$ cat src/rtl/core/bc_pkg.sv
// shared widths and limits for the binomial coefficient core
package bc_pkg;
	localparam int MAX_N  = 255;
	localparam int N_W    = 8;
	localparam int K_W    = 8;
	localparam int COEF_W = 32;
	localparam int PROD_W = COEF_W + N_W;
	localparam int CNT_W  = $clog2(COEF_W);
endpackage

$ cat src/rtl/core/bc_in_if.sv
// request channel interface: n and k of one transaction
interface bc_in_if;
	import bc_pkg::*;
	logic           valid;
	logic           ready;
	logic [N_W-1:0] n_total;
	logic [K_W-1:0] k_chosen;
	modport source (output valid, output n_total, output k_chosen, input ready);
	modport sink (input valid, input n_total, input k_chosen, output ready);
endinterface

$ cat src/rtl/core/bc_out_if.sv
// result channel interface: coefficient and wrap flag of one transaction
interface bc_out_if;
	import bc_pkg::*;
	logic              valid;
	logic              ready;
	logic [COEF_W-1:0] coefficient;
	logic              wrapped;
	modport source (output valid, output coefficient, output wrapped, input ready);
	modport sink (input valid, input coefficient, input wrapped, output ready);
endinterface

$ cat src/rtl/core/binomial_coefficient_core.sv
// binomial coefficient core: C(n,k) by the multiplicative loop in 32-bit wrapping arithmetic
//
// Usage: a transaction on items carries n_total and k_chosen; one transaction on results
// returns coefficient and wrapped. k is first folded to min(k, n-k); k > n gives 0.
// Each loop step multiplies the running value by (n-i) with a bit-serial shift-add over
// the 8 bits of (n-i), then divides by (i+1) with a restoring divider, one quotient bit
// per cycle over the 32 bits of the product.
// The loop runs min(k, n-k) steps (at most 127) after the item is taken; k > n, k = 0 or
// k = n skip the loop and go straight to the done state.
// One item is worked at a time: items.ready is high only while idle.
// The finished result sits in an output register, so the next item is taken while
// a result still waits on a stalled receiver; if the receiver still stalls when the
// next result is done, the loop holds in its done state until the register frees.
// Reset (arst_n low, asynchronous) returns the loop to idle and drops results.valid.
module binomial_coefficient_core (
	input logic     clk,
	input logic     arst_n,
	bc_in_if.sink   items,
	bc_out_if.source results
);
	import bc_pkg::*;

	typedef enum logic [3:0] {
		ST_IDLE = 4'b0001,
		ST_MUL  = 4'b0010,
		ST_DIV  = 4'b0100,
		ST_DONE = 4'b1000
	} state_t;

	state_t              state_q;
	logic [N_W-1:0]      n_q;
	logic [K_W-1:0]      k_q;
	logic [K_W-1:0]      i_q;
	logic [COEF_W-1:0]   acc_q;
	logic [PROD_W-1:0]   prod_q;
	logic [N_W-1:0]      mult_q;
	logic [K_W-1:0]      rem_q;
	logic [CNT_W-1:0]    cnt_q;
	logic                wrap_q;
	logic                out_valid_q;
	logic [COEF_W-1:0]   coef_q;
	logic                wrapped_q;

	logic                in_fire;
	logic                out_free;
	logic [PROD_W-1:0]   prod_nxt;
	logic [K_W:0]        divisor;
	logic [K_W:0]        trial;
	logic                q_bit;
	logic [K_W-1:0]      i_inc;
	logic [N_W-1:0]      n_minus_k;
	logic [K_W-1:0]      k_fold;
	logic                reject;

	assign in_fire   = items.valid && items.ready;
	assign out_free  = !out_valid_q || results.ready;
	assign items.ready = (state_q == ST_IDLE);

	assign n_minus_k = items.n_total - N_W'(items.k_chosen);
	assign reject    = (COEF_W'(items.n_total) > COEF_W'(MAX_N))
		|| (N_W'(items.k_chosen) > items.n_total);
	assign k_fold    = (N_W'(items.k_chosen) > n_minus_k) ? K_W'(n_minus_k) : items.k_chosen;

	// shift-add, most significant multiplier bit first
	assign prod_nxt = {prod_q[PROD_W-2:0], 1'b0}
		+ (mult_q[N_W-1] ? {{N_W{1'b0}}, acc_q} : {PROD_W{1'b0}});

	// restoring divide step: partial remainder with next dividend bit
	assign divisor = {1'b0, i_q} + (K_W+1)'(1);
	assign trial   = {rem_q, acc_q[COEF_W-1]};
	assign q_bit   = (trial >= divisor);
	assign i_inc   = i_q + K_W'(1);

	always_ff @(posedge clk or negedge arst_n) begin
		if (!arst_n) begin
			state_q     <= ST_IDLE;
			out_valid_q <= 1'b0;
		end else begin
			unique case (state_q)
				ST_IDLE: begin
					if (in_fire) begin
						if (reject || k_fold == '0) begin
							state_q <= ST_DONE;
						end else begin
							state_q <= ST_MUL;
						end
					end
				end
				ST_MUL: begin
					if (cnt_q == '0) begin
						state_q <= ST_DIV;
					end
				end
				ST_DIV: begin
					if (cnt_q == '0 && i_inc == k_q) begin
						state_q <= ST_DONE;
					end else if (cnt_q == '0) begin
						state_q <= ST_MUL;
					end
				end
				ST_DONE: begin
					if (out_free) begin
						state_q <= ST_IDLE;
					end
				end
				default: state_q <= ST_IDLE;
			endcase
			if (state_q == ST_DONE && out_free) begin
				out_valid_q <= 1'b1;
			end else if (results.ready) begin
				out_valid_q <= 1'b0;
			end
		end
	end

	always_ff @(posedge clk) begin
		unique case (state_q)
			ST_IDLE: begin
				if (in_fire) begin
					n_q    <= items.n_total;
					k_q    <= k_fold;
					i_q    <= '0;
					wrap_q <= 1'b0;
					acc_q  <= reject ? '0 : COEF_W'(1);
					mult_q <= items.n_total;
					prod_q <= '0;
					cnt_q  <= CNT_W'(N_W - 1);
				end
			end
			ST_MUL: begin
				mult_q <= {mult_q[N_W-2:0], 1'b0};
				if (cnt_q == '0) begin
					acc_q  <= prod_nxt[COEF_W-1:0];
					wrap_q <= wrap_q | (|prod_nxt[PROD_W-1:COEF_W]);
					rem_q  <= '0;
					cnt_q  <= CNT_W'(COEF_W - 1);
				end else begin
					prod_q <= prod_nxt;
					cnt_q  <= cnt_q - CNT_W'(1);
				end
			end
			ST_DIV: begin
				acc_q <= {acc_q[COEF_W-2:0], q_bit};
				rem_q <= q_bit ? K_W'(trial - divisor) : K_W'(trial);
				if (cnt_q == '0) begin
					i_q    <= i_inc;
					mult_q <= n_q - N_W'(i_inc);
					prod_q <= '0;
					cnt_q  <= CNT_W'(N_W - 1);
				end else begin
					cnt_q <= cnt_q - CNT_W'(1);
				end
			end
			ST_DONE: begin
				if (out_free) begin
					coef_q    <= acc_q;
					wrapped_q <= wrap_q;
				end
			end
			default: ;
		endcase
	end

	assign results.valid       = out_valid_q;
	assign results.coefficient = coef_q;
	assign results.wrapped     = wrapped_q;

	// partial remainder always stays below the divisor
	a_rem_below_divisor: assert property (@(posedge clk) disable iff (!arst_n)
		(state_q == ST_DIV) |-> ({1'b0, rem_q} < divisor))
		else $error("partial remainder not below divisor");

	// loop index never reaches the folded k while stepping
	a_index_in_range: assert property (@(posedge clk) disable iff (!arst_n)
		(state_q == ST_MUL || state_q == ST_DIV) |-> (i_q < k_q))
		else $error("loop index out of range");

	// folded k is at most half of n
	a_k_folded: assert property (@(posedge clk) disable iff (!arst_n)
		(state_q == ST_MUL) |-> (N_W'(k_q) <= n_q - N_W'(k_q)))
		else $error("k not folded to min(k, n-k)");

	// k above n goes straight to done with a zero result
	a_reject_zero: assert property (@(posedge clk) disable iff (!arst_n)
		(in_fire && (N_W'(items.k_chosen) > items.n_total))
		|=> (state_q == ST_DONE && acc_q == '0 && !wrap_q))
		else $error("k above n did not give zero");
endmodule

$ cat src/flat_wrapper.sv
// flat-port wrapper written by rule: the top's interface ports become plain ports
module binomial_coefficient_core_flat import bc_pkg::*;
  (clk, arst_n, items_valid, items_n_total, items_k_chosen, items_ready, results_valid, results_coefficient, results_wrapped, results_ready);
  bc_in_if items_i ();
  bc_out_if results_i ();
  input logic clk;
  input logic arst_n;
  input wire logic [$bits(items_i.valid)-1:0] items_valid;
  input wire logic [$bits(items_i.n_total)-1:0] items_n_total;
  input wire logic [$bits(items_i.k_chosen)-1:0] items_k_chosen;
  output wire logic [$bits(items_i.ready)-1:0] items_ready;
  output wire logic [$bits(results_i.valid)-1:0] results_valid;
  output wire logic [$bits(results_i.coefficient)-1:0] results_coefficient;
  output wire logic [$bits(results_i.wrapped)-1:0] results_wrapped;
  input wire logic [$bits(results_i.ready)-1:0] results_ready;
  assign items_i.valid = items_valid;
  assign items_i.n_total = items_n_total;
  assign items_i.k_chosen = items_k_chosen;
  assign items_ready = items_i.ready;
  assign results_valid = results_i.valid;
  assign results_coefficient = results_i.coefficient;
  assign results_wrapped = results_i.wrapped;
  assign results_i.ready = results_ready;
  binomial_coefficient_core u_core (.clk(clk), .arst_n(arst_n), .items(items_i), .results(results_i));
endmodule
$ cat config.mk
export PLATFORM = sky130hd
export DESIGN_NAME = binomial_coefficient_core_flat
export DESIGN_NICKNAME = d
export VERILOG_FILES = /design/src/rtl/core/bc_pkg.sv /design/src/rtl/core/bc_in_if.sv /design/src/rtl/core/bc_out_if.sv /design/src/rtl/core/binomial_coefficient_core.sv /design/src/flat_wrapper.sv
export SDC_FILE = /design/constraint.sdc
export NUM_CORES = 1
export LEC_CHECK = 0
export BUFFER_PORTS_ARGS = -buffer_cell sky130_fd_sc_hd__buf_2
export CORE_ASPECT_RATIO = 0.6
export CORE_MARGIN = 5
export CORE_UTILIZATION = 55
export DETAILED_ROUTE_END_ITERATION = 7
export MAX_ROUTING_LAYER = met4
export PLACE_DENSITY = 0.83
export SYNTH_ARGS = -nofsm -noshare
export SYNTH_HDL_FRONTEND = slang
export SYNTH_SLANG_ARGS = --single-unit
$ cat constraint.sdc
create_clock -name clk -period 4.9 [get_ports clk]
set_input_delay 0 -clock clk [delete_from_list [all_inputs] [get_ports clk]]
set_output_delay 0 -clock clk [all_outputs]
set_load 0.02 [all_outputs]
# Word-level counts from Yosys, hierarchy flattened
# Index checks and enable logic that the tools add are counted.
op_classes:
  add_sub_neg: 7
  order_cmp: 3
  eq_ne: 11
  mux: 35
  n_bitwise: 1
  reduce_logical: 24
op_table:
  columns: ["cell", "n"]
  rows:
  - ["$mux W39", 3]
  - ["$pmux W39 S3", 1]
  - ["$mux W32", 3]
  - ["$pmux W32 S3", 1]
  - ["$mux W8", 7]
  - ["$add A40 B32 Y40", 1]
  - ["$pmux W8 S2", 2]
  - ["$mux W4", 6]
  - ["$pmux W8 S3", 1]
  - ["$sub A8 B8 Y8", 3]
  - ["$gt A8 B8 Y1", 2]
  - ["$pmux W4 S4", 1]
  - ["$mux W5", 3]
  - ["$pmux W5 S3", 1]
  - ["$reduce_and A3 Y1", 4]
  - ["$add A8 B1 Y9 const B", 1]
  - ["$ge A9 B9 Y1", 1]
  - ["$add A8 B1 Y8 const B", 1]
  - ["$eq A8 B8 Y1", 1]
  - ["$logic_not A8 Y1", 1]
  - ["$reduce_and A2 Y1", 4]
  - ["$reduce_and A4 Y1", 2]
  - ["$reduce_bool A2 Y1", 4]
  - ["$reduce_or A8 Y1", 1]
  - ["16 further kinds", 26]
totals:
  register_bits: 155
  in_bits: 20
  out_inout_bits: 35
  elab_cells: 94

# Longest topological paths before layout
# Gate-level depths: netlist of run 1.
depth:
  ltp_word: 8
  depth_mapped: 20
  depth_no_buf: 19

# Worst setup path after synthesis of run 1
# No wires, ideal clock.
synth_timing:
  path_type: "flip-flop to flip-flop"
  startpoint: "reg u_core.state_q[0]"
  endpoint: "reg u_core.prod_q[0] (enable)"
  setup_time_ns: 0.435
  arrival_time_ns: 3.682
  required_time_ns: 4.465
  path_slack_ns: 0.783
  path_stages_with_launch: 4
  path_buffers: 0
  period_less_slack_ns: 4.117
  path_cell_list: "dfstp_2 -> nor4b_1 -> o21ai_0 -> nor2_1"
synth_via:
  elab_chain_cells: 4
  elab_cells_between_ends: 9
  classes_between: "6 x eq/ne; 3 x reduce/logical"
synth_rtl:
  columns: ["item", "line", "source"]
  rows:
  - ["from (decl)", "binomial_coefficient_core.sv:30", "state_t state_q;"]
  - ["from (signal assigned)", "binomial_coefficient_core.sv:76", "state_q <= ST_IDLE;"]
  - ["from (signal assigned)", "binomial_coefficient_core.sv:83", "state_q <= ST_DONE;"]
  - ["from (signal assigned)", "binomial_coefficient_core.sv:85", "state_q <= ST_MUL;"]
  - ["$eq A4 B1 Y1 (*)", "binomial_coefficient_core.sv:57", "assign items.ready = (state_q == ST_IDLE);"]
  - ["net items_ready", "flat_wrapper.sv:11", "output wire logic [$bits(items_i.ready)-1:0] items_ready;"]
  - ["$logic_and A1 B1 Y1", "binomial_coefficient_core.sv:55", "assign in_fire = items.valid && items.ready;"]
  - ["$ne A2 B2 Y1 (no line)", null, null]
  - ["$reduce_and A4 Y1 (no line) (*)", null, null]
  - ["to (signal assigned)", "binomial_coefficient_core.sv:138", "prod_q <= prod_nxt;"]
  - ["to (decl)", "binomial_coefficient_core.sv:35", "logic [PROD_W-1:0] prod_q;"]
# The timed path passes the listed nets; every way through them passes the cells marked *.
# A chain may end at the register's enable or synchronous reset.

# Worst setup path in the final report of run 1
layout_timing:
  startpoint: "reg u_core.mult_q[7]"
  endpoint: "reg u_core.wrap_q, data pin"
layout_via:
  elab_chain_cells: 6
layout_rtl:
  columns: ["item", "line", "source"]
  rows:
  - ["from (decl)", "binomial_coefficient_core.sv:36", "logic [N_W-1:0] mult_q;"]
  - ["from (signal assigned)", "binomial_coefficient_core.sv:125", "mult_q <= items.n_total;"]
  - ["from (signal assigned)", "binomial_coefficient_core.sv:131", "mult_q <= {mult_q[N_W-2:0], 1'b0};"]
  - ["from (signal assigned)", "binomial_coefficient_core.sv:147", "mult_q <= n_q - N_W'(i_inc);"]
  - ["$mux W32", "binomial_coefficient_core.sv:66", "+ (mult_q[N_W-1] ? {{N_W{1'b0}}, acc_q} : {PROD_W{1'b0}});"]
  - ["$add A40 B32 Y40", "binomial_coefficient_core.sv:66", null]
  - ["$reduce_or A8 Y1", "binomial_coefficient_core.sv:134", "wrap_q <= wrap_q | (|prod_nxt[PROD_W-1:COEF_W]);"]
  - ["$or A1 B1 Y1", "binomial_coefficient_core.sv:134", null]
  - ["$mux W1", "binomial_coefficient_core.sv:132", "if (cnt_q == '0) begin"]
  - ["$pmux W1 S2", "binomial_coefficient_core.sv:117", "unique case (state_q)"]
  - ["to (signal assigned)", "binomial_coefficient_core.sv:134", null]
  - ["to (decl)", "binomial_coefficient_core.sv:39", "logic wrap_q;"]
# No other way between the ends. The select of a mux whose other input is x is not followed.

==> run_results.csv, run 1 <==
group,metric,value,unit
timing,fmax,0.259,GHz
timing,rsz0062_at_grt,"no",
routing,dr.pass1.iters,5,
global_routing,grt_overflow,0,
yosys,synthXorXnorAreaFrac,0.0623,
clock_tree,cts_setup_buffers,0,
global_routing,antenna_found_initial,0,
critical_path,critPathMaxFanout,32,
global_routing,grt_util_met2,0.326,
critical_path,required,5.08,ns
timing,min_period,3.87,ns
layout,antenna_cells,0,
routing,routedWlPerCell,18.3,um
flow_run,drv_cap,0,
layout,final_cell_mix,"150 x edfxtp_1, 73 x nor2_1, 65 x ha_1, 54 x buf_2, 50 x nand2_1",
clock_tree,clk_latency,0.43,ns
critical_path,end_kind,"flip-flop",
yosys,yosysTopAreaCellShare,0.493,
critical_path,worst_setup_path_start_kind,"flip-flop",
global_routing,met3_usage,0.0474,
power_and_ir_drop,leakagePower,4.41,nW
global_routing,grt_pass1_vias,6415,
layout,drive_gt1_frac,0.123,
yosys,yosysUniqueCellTypes,57,
yosys,yosys.area_share.adder,0.0977,
clock_tree,ctsLongestPathBuffers,2,
die,coreArea,16300,um2
yosys,syn_nets,912,
placement,dp_slack,1.04,ns
critical_path,r2r-end,"u_core.wrap_q",
timing,slew_headroom,0.262,
yosys,ys.flop_type,"edfxtp_1",
die,die_area,19400,um2
critical_path,path_class,"reg2reg",
routing,antenna_left,0,
layout,syn2layout_area_growth,14.9,%
timing,worst_pin_slew,1.10,ns
clock_tree,cts_tree,"done",
clock_tree,cts_made_buffers,17,
die,io-pin-count,55,
critical_path,r2r-start,"u_core.mult_q[7]",
timing,fin_tns_setup,0,ns
global_routing,grt_usage,0.230,
clock_tree,clkSinkCount,155,
critical_path,crit_path_end,"u_core.wrap_q",
worst_hold_path,hp-class,"in2reg",
yosys,synth-seq-cells,155,
yosys,yosys.area_share.simple,0.136,
die,initial_core_util,0.562,
layout,final_common_cell,"edfxtp_1",
critical_path,cp.arrival,4.05,ns
power_and_ir_drop,power.density,654,nW/um2
timing,slew_violations,0,
power_and_ir_drop,peakVddDrop,0.334,mV
timing,finalHoldViolCount,0,
routing,vias_per_cell,5.88,
power_and_ir_drop,power.total,6.88,mW
yosys,synth_cells,823,
die,rows,36,
critical_path,reg2reg_depth,14,
die,die_y,110,um
routing,drtIter0Drc,594,
die,die_x,176,um
global_routing,grt_max_degree,40,
global_routing,grt_pass1_wl,33.9,mm
timing,fin_skew,0.00877,ns
clock_tree,clk_pin_slew,0.07,ns
yosys,yosysTopAreaCell,"edfxtp_1",
yosys,ys_seq_area_frac,0.507,
routing,wl,20.8,mm
timing,setup_viol,0,
clock_tree,cts_htree_levels,4,
placement,place_congestion,0.914,
yosys,synth-compound-area-share,0.160,
yosys,yosys_warnings,0,
layout,nFillCells,1212,
clock_tree,cts_root_buf,"clkbuf_16",
clock_tree,post_cts_resized,0,
global_routing,grtUsageMet1,0.339,
layout,nets,983,
outcome,run_status,"finished clean",
critical_path,r2r_slack,1.03,ns
yosys,avgSynthCellArea,11.1,um2
yosys,synthMuxAreaShare,0.0109,
yosys,synth_edf_count,150,
yosys,synthTopCellsByArea,"edfxtp_1 49%, ha_1 8.9%, a21o_1 4.0%",
yosys,synth_top_family_by_area,"compound AO/OA/AOI/OAI gates",
yosys,syn_area,9140,um2
routing,dr_total_vias,6669,
global_routing,grt_busiest_layer,"met1",
routing,drc,0,
timing,min_period_over_period,0.789,
placement,hpwl,14.4,mm
timing,setup_ws,1.03,ns
critical_path,crit_start,"u_core.mult_q[7]",
placement,portBuffers,54,
yosys,ys_async_sr_fraction,0.0323,
-- cell usage after synthesis (6+ instances only) --
library cell  number
o21bai_1           7
nor2_1            75
a21o_1            49
nand2b_1           8
xnor2_1           38
nand2_1           50
and2_1            43
a21oi_1           49
and3_1             6
nand4_1           12
ha_1              65
nor3_1            15
xor2_1            27
mux2i_1           10
o21ai_0           40
o21a_1             6
clkbuf_1          22
edfxtp_1         150
inv_1             37
nand3_1           13
nor2b_1           13
-- stage by stage --
step	std cells	utilization	area (um2)	hold slack [ns]
after CTS	1135	0.646	10500	0.00185
after global routing	1135	0.646	10500	0.0409
final	1135	0.646	10500	0.0251
after detailed placement	1088	0.596	9690	-0.176
after global placement	1088	0.596	9690	-0.181
after floorplan	823	-	9140	-0.296
-- cells by family (layout without fill, tap and decap cells) --
group,after synthesis,count (layout)
mux,10,10
xor+xnor,65,65
simple gates,250,250
buf+inv,62,146
flops,155,155
fa+ha+maj,69,69
compound gates,212,212
-- power by group --
part | internal (mW) | switching [mW]
Sequential | 2.13 | 0.322
Clock | 0.958 | 0.539
Combinational | 1.11 | 1.82
Total | 4.20 | 2.68
-- repair_timing --
item,in CTS,in global routing
hold buffers,15,0
setup endpoints to repair,0,0
endpoints found under the hold margin,27,0
-- registers in the layout, indices dropped and copies added (netlist names), 4 cells and up --
| name | cells |
|---|---|
| u_core.prod_q | 39 |
| u_core.acc_q | 32 |
| u_core.results.coefficient | 32 |
| u_core.i_q | 8 |
| u_core.k_q | 8 |
| u_core.mult_q | 8 |
| u_core.n_q | 8 |
| u_core.rem_q | 8 |
| u_core.cnt_q | 5 |
| u_core.state_q | 4 |
-- worst min path at each step --
stage,from,to,slack (ns),cells past startpoint
2_1_floorplan,arst_n,u_core.results.valid,-0.30,0
4_1_cts,items_k_chosen[0],u_core.k_q[0],0.002,3
3_3_place_gp,arst_n,u_core.results.valid,-0.18,1
5_1_grt,items_k_chosen[0],u_core.k_q[0],0.04,3
3_5_place_dp,arst_n,u_core.results.valid,-0.18,1
6_report,items_k_chosen[0],u_core.k_q[0],0.03,3
-- area by class of cell --
type	count	area (um2)	area share
clock buffer	18	429	0.0408
clock inverter	14	239	0.0227
inverter	37	139	0.0132
multi-input combinational	606	4300	0.410
sequential	155	4630	0.441
tap	228	285	0.0272
timing repair buffer	77	480	0.0457
-- worst max-delay path, stage by stage, from the launching register on --
cell,delay [ns]
edfxtp_1,0.32
buf_4,0.29
and2_1,0.18
ha_1,0.19
inv_1,0.06
fa_1,0.37
nor2b_1,0.22
o31ai_1,0.13
a211o_1,0.28
o211ai_2,0.13
a2111o_1,0.26
nand2_1,0.14
or4b_2,0.62
o211a_1,0.14
o31a_1,0.29
-- per-layer routing --
layer,wire (um),vias to the layer above
met3,1400,28
met4,259,0
li1,-,3185
met5,0,-
met1,10400,3184
met2,8740,272
No activity file was read; power rests on OpenSTA's default activity.
==> run 2, diff against run 1 <==
- ABC_AREA: default -> 1
- clock period: 4.9 -> 3.9 ns (I/O delays scaled with it)
==> run_results.csv, run 2 <==
group,metric,value,unit
yosys,ys.flop_type,"edfxtp_1",
layout,final_common_cell,"nand2_1",
clock_tree,clk_pin_slew,0.06,ns
routing,routedWlPerCell,16.0,um
die,die_x,186,um
critical_path,critPathMaxFanout,13,
critical_path,path_class,"reg2reg",
timing,fin_skew,0.00913,ns
layout,final_cell_mix,"415 x nand2_1, 229 x inv_1, 150 x edfxtp_1, 136 x nor2_1",
routing,antenna_left,0,
outcome,run_status,"finished clean",
die,coreArea,18100,um2
clock_tree,clkSinkCount,155,
flow_run,drv_cap,0,
timing,slew_violations,0,
critical_path,end_kind,"flip-flop",
yosys,avgSynthCellArea,7.85,um2
clock_tree,post_cts_resized,0,
routing,drc,0,
worst_hold_path,hp-class,"in2reg",
timing,min_period_over_period,0.913,
yosys,synth_edf_count,150,
clock_tree,ctsLongestPathBuffers,2,
timing,finalHoldViolCount,0,
die,rows,38,
yosys,ys_seq_area_frac,0.454,
layout,seqCellArea,4630,um2
timing,holdWs,0.0235,ns
power_and_ir_drop,power.density,783,nW/um2
power_and_ir_drop,swShare,0.453,
die,die_y,115,um
yosys,yosys_warnings,0,
routing,wl,26.1,mm
clock_tree,cts_hold_buf,14,
global_routing,grt_pass1_vias,8189,
power_and_ir_drop,clkPwrFrac,0.181,
yosys,synthTopCellsByArea,"edfxtp_1 44%, nand2_1 15%, inv_1 8.4%",
yosys,syn_area,10200,um2
routing,vias_per_cell,5.38,
power_and_ir_drop,power_frac_seq,0.348,
layout,largest_reg_flops,39,
timing,min_period,3.56,ns
timing,fmax,0.281,GHz
timing,fin_tns_setup,0,ns
global_routing,grt_pass1_wl,41.9,mm
critical_path,r2r_slack,0.34,ns
clock_tree,cts_htree_levels,4,
routing,dr_total_vias,8796,
clock_tree,cts_root_buf,"clkbuf_16",
yosys,syn_nets,1387,
worst_hold_path,hold_start,"items_k_chosen[3]",
clock_tree,cts_tree,"done",
layout,nFillCells,1522,
die,initial_core_util,0.563,
global_routing,antenna_found_initial,0,
timing,rsz0062_at_grt,"no",
layout,syn2layout_area_growth,13.0,%
critical_path,worst_setup_path_start_kind,"flip-flop",
placement,portBuffers,54,
yosys,synthTopCellsByCount,"415 x nand2_1, 229 x inv_1, 150 x edfxtp_1",
placement,hpwl,19.3,mm
layout,drive_gt1_frac,0.0882,
yosys,synth_most_common_cell,"nand2_1",
die,io-pin-count,55,
power_and_ir_drop,power_frac_comb,0.471,
clock_tree,cts_setup_buffers,0,
yosys,ys_async_sr_fraction,0.0323,
layout,antenna_cells,0,
die,die_area,21400,um2
power_and_ir_drop,power_switching,4.09,mW
timing,worst_pin_slew,1.10,ns
yosys,yosysTopAreaCell,"edfxtp_1",
clock_tree,cts_made_buffers,17,
yosys,yosysUniqueCellTypes,47,
global_routing,grt_max_degree,43,
routing,dr.pass1.iters,6,
global_routing,grt_overflow,0,
placement,place_congestion,0.990,
critical_path,required,4.05,ns
clock_tree,clk_latency,0.43,ns
yosys,yosysTopAreaCellShare,0.442,
timing,setup_viol,0,
layout,nets,1470,
critical_path,crit_start,"u_core.i_q[0]",
critical_path,cp.arrival,3.71,ns
layout,multi_input_area,4660,um2
layout,regMostFlops,"u_core.prod_q",
yosys,synth_cells,1298,
global_routing,grt_usage,0.259,
power_and_ir_drop,p_int,4.93,mW
power_and_ir_drop,peakVddDrop,0.453,mV
power_and_ir_drop,leakagePower,5.75,nW
routing,drtIter0Drc,997,
critical_path,r2r-start,"u_core.i_q[0]",
timing,slew_headroom,0.264,
yosys,synth-seq-cells,155,
## run 2: cell types whose count changed after synthesis, moves of 13 or more
cell      change
a21oi_1      +16
nor2b_1      -13
nand3_1      +42
nor2_1       +64
and2_1       -41
nand2_1     +365
clkbuf_1     -13
xnor2_1      -31
xor2_1       -13
inv_1       +192
a21o_1       -33
## run 2: power by group through the flow
stage	clock network, mW	logic [mW]	registers, mW
floorplan	0	2.90	3.07
global placement	0	3.99	3.12
detailed placement	0	4.10	3.15
CTS	1.65	4.16	3.13
global route	1.73	4.77	3.20
finish	1.63	4.25	3.14
## run 2: path summary, 6_finish.rpt
path                                                      end  cells after the start
min in group asynchronous                   u_core.state_q[0]                      2
worst max-delay path                          u_core.rem_q[4]                     13
worst max register to register                u_core.rem_q[4]                     13
worst min-delay path                            u_core.k_q[3]                      5
worst min register to register  u_core.results.coefficient[7]                      0
max in group asynchronous                   u_core.state_q[1]                      3
## run 2: stage by stage
| step | utilization | setup slack [ns] | power, mW | instances | area, um2 |
|---|---|---|---|---|---|
| global placement | 0.596 | 0.630 | 7.11 | 1588 | 10800 |
| floorplan | - | 0.493 | 5.98 | 1298 | 10200 |
| global route | 0.636 | 0.0786 | 9.70 | 1634 | 11500 |
| CTS | 0.636 | 0.341 | 8.93 | 1634 | 11500 |
| finish | 0.636 | 0.340 | 9.02 | 1634 | 11500 |
| detailed placement | 0.596 | 0.359 | 7.25 | 1588 | 10800 |
## run 2: kinds of logic (layout without fill, tap and decap cells)
kind of cell               Yosys count  count (layout)  synth area share
AOI/OAI and AO/OA                  147             147            0.0809
xor gates and xnor gates            22              22            0.0196
and+or+nand+nor                    660             660             0.265
buffers and inverters              245             341            0.0918
DFF                                155             155             0.454
adders and majority gates           69              69            0.0877
## run 2: metal layers
| metal | up-vias | track usage | share of wire |
|---|---|---|---|
| li1 | 4333 | - | - |
| met1 | 4009 | 0.381 | 0.47 |
| met2 | 412 | 0.352 | 0.40 |
| met3 | 42 | 0.0781 | 0.11 |
| met4 | 0 | 0.0602 | 0.013 |
| met5 | - | - | 0 |
## run 2: cell type report
class | instances | area share
multi-input cells | 898 | 0.404
flip-flops and latches | 155 | 0.402
inverters | 230 | 0.0750
repair buffers | 79 | 0.0428
clock buffers | 17 | 0.0369
well taps | 240 | 0.0261
clock inverters | 15 | 0.0128
## run 2: critical path, cell delays in order, from the launching register on
cell,delay (ns)
edfxtp_1,0.46
ha_1,0.23
nand3_1,0.12
nor2_1,0.20
xor2_1,0.22
inv_1,0.12
ha_1,0.36
nand2_1,0.08
nor3_1,0.16
a41oi_1,0.13
a32oi_1,0.78
inv_1,0.22
nand2_1,0.13
a21oi_1,0.07
==> run 3, diff against run 2 <==
- ABC_AREA: 1 -> default
==> run_results.csv, run 3 (synthesis gave the netlist of run 1 again) <==
group,metric,value,unit
global_routing,met3_usage,0.0509,
layout,nets,989,
clock_tree,ctsLongestPathBuffers,2,
critical_path,required,4.09,ns
global_routing,antenna_found_initial,0,
global_routing,grt_util_met2,0.310,
outcome,run_status,"finished clean",
timing,fmax,0.272,GHz
layout,syn2layout_area_growth,14.9,%
clock_tree,clk_pin_slew,0.06,ns
die,initial_core_util,0.562,
timing,finalHoldViolCount,0,
routing,routedWlPerCell,17.9,um
placement,hpwl,14.5,mm
routing,dr_total_vias,6609,
power_and_ir_drop,power.total,8.51,mW
global_routing,grt_overflow,0,
die,rows,36,
worst_hold_path,hp-class,"in2reg",
die,coreArea,16300,um2
layout,largest_reg_flops,39,
placement,place_congestion,0.928,
global_routing,grt_busiest_layer,"met1",
layout,final_common_cell,"edfxtp_1",
layout,drive_gt1_frac,0.133,
global_routing,grt_pass1_vias,6323,
global_routing,grt_max_degree,40,
timing,worst_pin_slew,1.09,ns
clock_tree,cts_tree,"done",
routing,drtIter0Drc,550,
critical_path,reg2reg_depth,12,
timing,fin_skew,0.0121,ns
critical_path,path_class,"reg2reg",
clock_tree,clk_latency,0.44,ns
layout,antenna_cells,0,
timing,min_period,3.68,ns
clock_tree,cts_htree_levels,4,
timing,rsz0062_at_grt,"no",
timing,slew_headroom,0.269,
clock_tree,cts_made_buffers,17,
clock_tree,clkSinkCount,155,
power_and_ir_drop,peakVddDrop,0.330,mV
routing,dr.pass1.iters,6,
global_routing,grt_pass1_wl,33.0,mm
die,die_area,19400,um2
die,die_y,110,um
critical_path,worst_setup_path_start_kind,"flip-flop",
layout,regMostFlops,"u_core.prod_q",
layout,final_cell_mix,"150 x edfxtp_1, 73 x nor2_1, 65 x ha_1, 54 x buf_2, 50 x nand2_1",
global_routing,grtUsageMet1,0.333,
power_and_ir_drop,leakagePower,4.42,nW
power_and_ir_drop,power.density,811,nW/um2
clock_tree,cts_setup_buffers,0,
placement,portBuffers,54,
flow_run,drv_cap,0,
routing,vias_per_cell,5.79,
layout,final_util,0.646,
critical_path,critPathMaxFanout,24,
timing,fin_tns_setup,0,ns
worst_hold_path,hold_depth,3,
critical_path,end_kind,"flip-flop",
timing,setup_viol,0,
critical_path,cp.arrival,3.86,ns
timing,slew_violations,0,
routing,wl,20.4,mm
timing,min_period_over_period,0.943,
die,die_x,176,um
die,io-pin-count,55,
global_routing,grt_usage,0.224,
routing,antenna_left,0,
clock_tree,cts_root_buf,"clkbuf_16",
routing,drc,0,
==> run 3: cell count changes in the layout (fill, tap and decap cells not counted), moves of 7 or more <==
cell / delta
nor2_1: -63
inv_1: -192
and2_1: +41
a21o_1: +33
mux2i_1: +10
nand2_1: -365
xnor2_1: +31
nor2b_1: +12
nand3_1: -42
nand2b_1: +8
nor3_1: +7
xor2_1: +13
a21oi_1: -16
==> run 3: per-layer routing <==
layer	vias to the layer above	wire length (um)
met2	274	8340
met5	-	0
met1	3115	10300
met3	32	1490
met4	0	323
li1	3188	-
==> run 3: through the flow <==
stage / setup WS (ns) / std cells / hold slack [ns] / area, um2
after floorplan: 0.0352 / 823 / -0.296 / 9140
after global placement: 0.340 / 1095 / -0.180 / 9740
after detailed placement: 0.120 / 1095 / -0.175 / 9740
after CTS: 0.207 / 1141 / 0.00177 / 10500
after global routing: 0.0477 / 1141 / 0.0164 / 10500
final: 0.222 / 1141 / 0.0101 / 10500
==> run 3: cell type report <==
class,count,area (um2)
timing repair buffer,83,523
fill,1237,5760
clock buffer,18,429
multi-input combinational,606,4300
inverter,37,139
clock inverter,14,193
sequential,155,4630
tap,228,285
==> run 3: final timing paths <==
check | start | endpoint | slack (ns)
min reg2reg | u_core.acc_q[11] | u_core.results.coefficient[11] | 0.48
max reg2reg | u_core.mult_q[7] | u_core.wrap_q | 0.22
max | u_core.mult_q[7] | u_core.wrap_q | 0.22
max in group asynchronous | arst_n | u_core.state_q[1] | 3.21
min in group asynchronous | arst_n | u_core.state_q[0] | 0.04
min | items_k_chosen[4] | u_core.k_q[4] | 0.01
==> run 3: report_power, final <==
part	internal (mW)	switching, mW
sequential	2.68	0.380
combinational	1.43	2.27
clock	1.07	0.687
total	5.18	3.34
==> run 3: worst max-delay path, stage by stage, from the launching register on <==
cell	delay (ns)
edfxtp_1	0.42
buf_4	0.23
and2_1	0.17
ha_1	0.35
a21oi_1	0.27
o21ai_1	0.14
nor2_1	0.12
a21oi_1	0.13
a311o_2	0.46
a41oi_4	0.38
o21ai_1	0.13
a221o_1	0.34
o31a_1	0.28
==> run 3: repair_timing <==
item / in CTS / in global routing
resized for setup: 0 / 1
setup endpoints to repair: 0 / 2
hold buffers: 14 / 0
hold endpoints to repair: 25 / 0
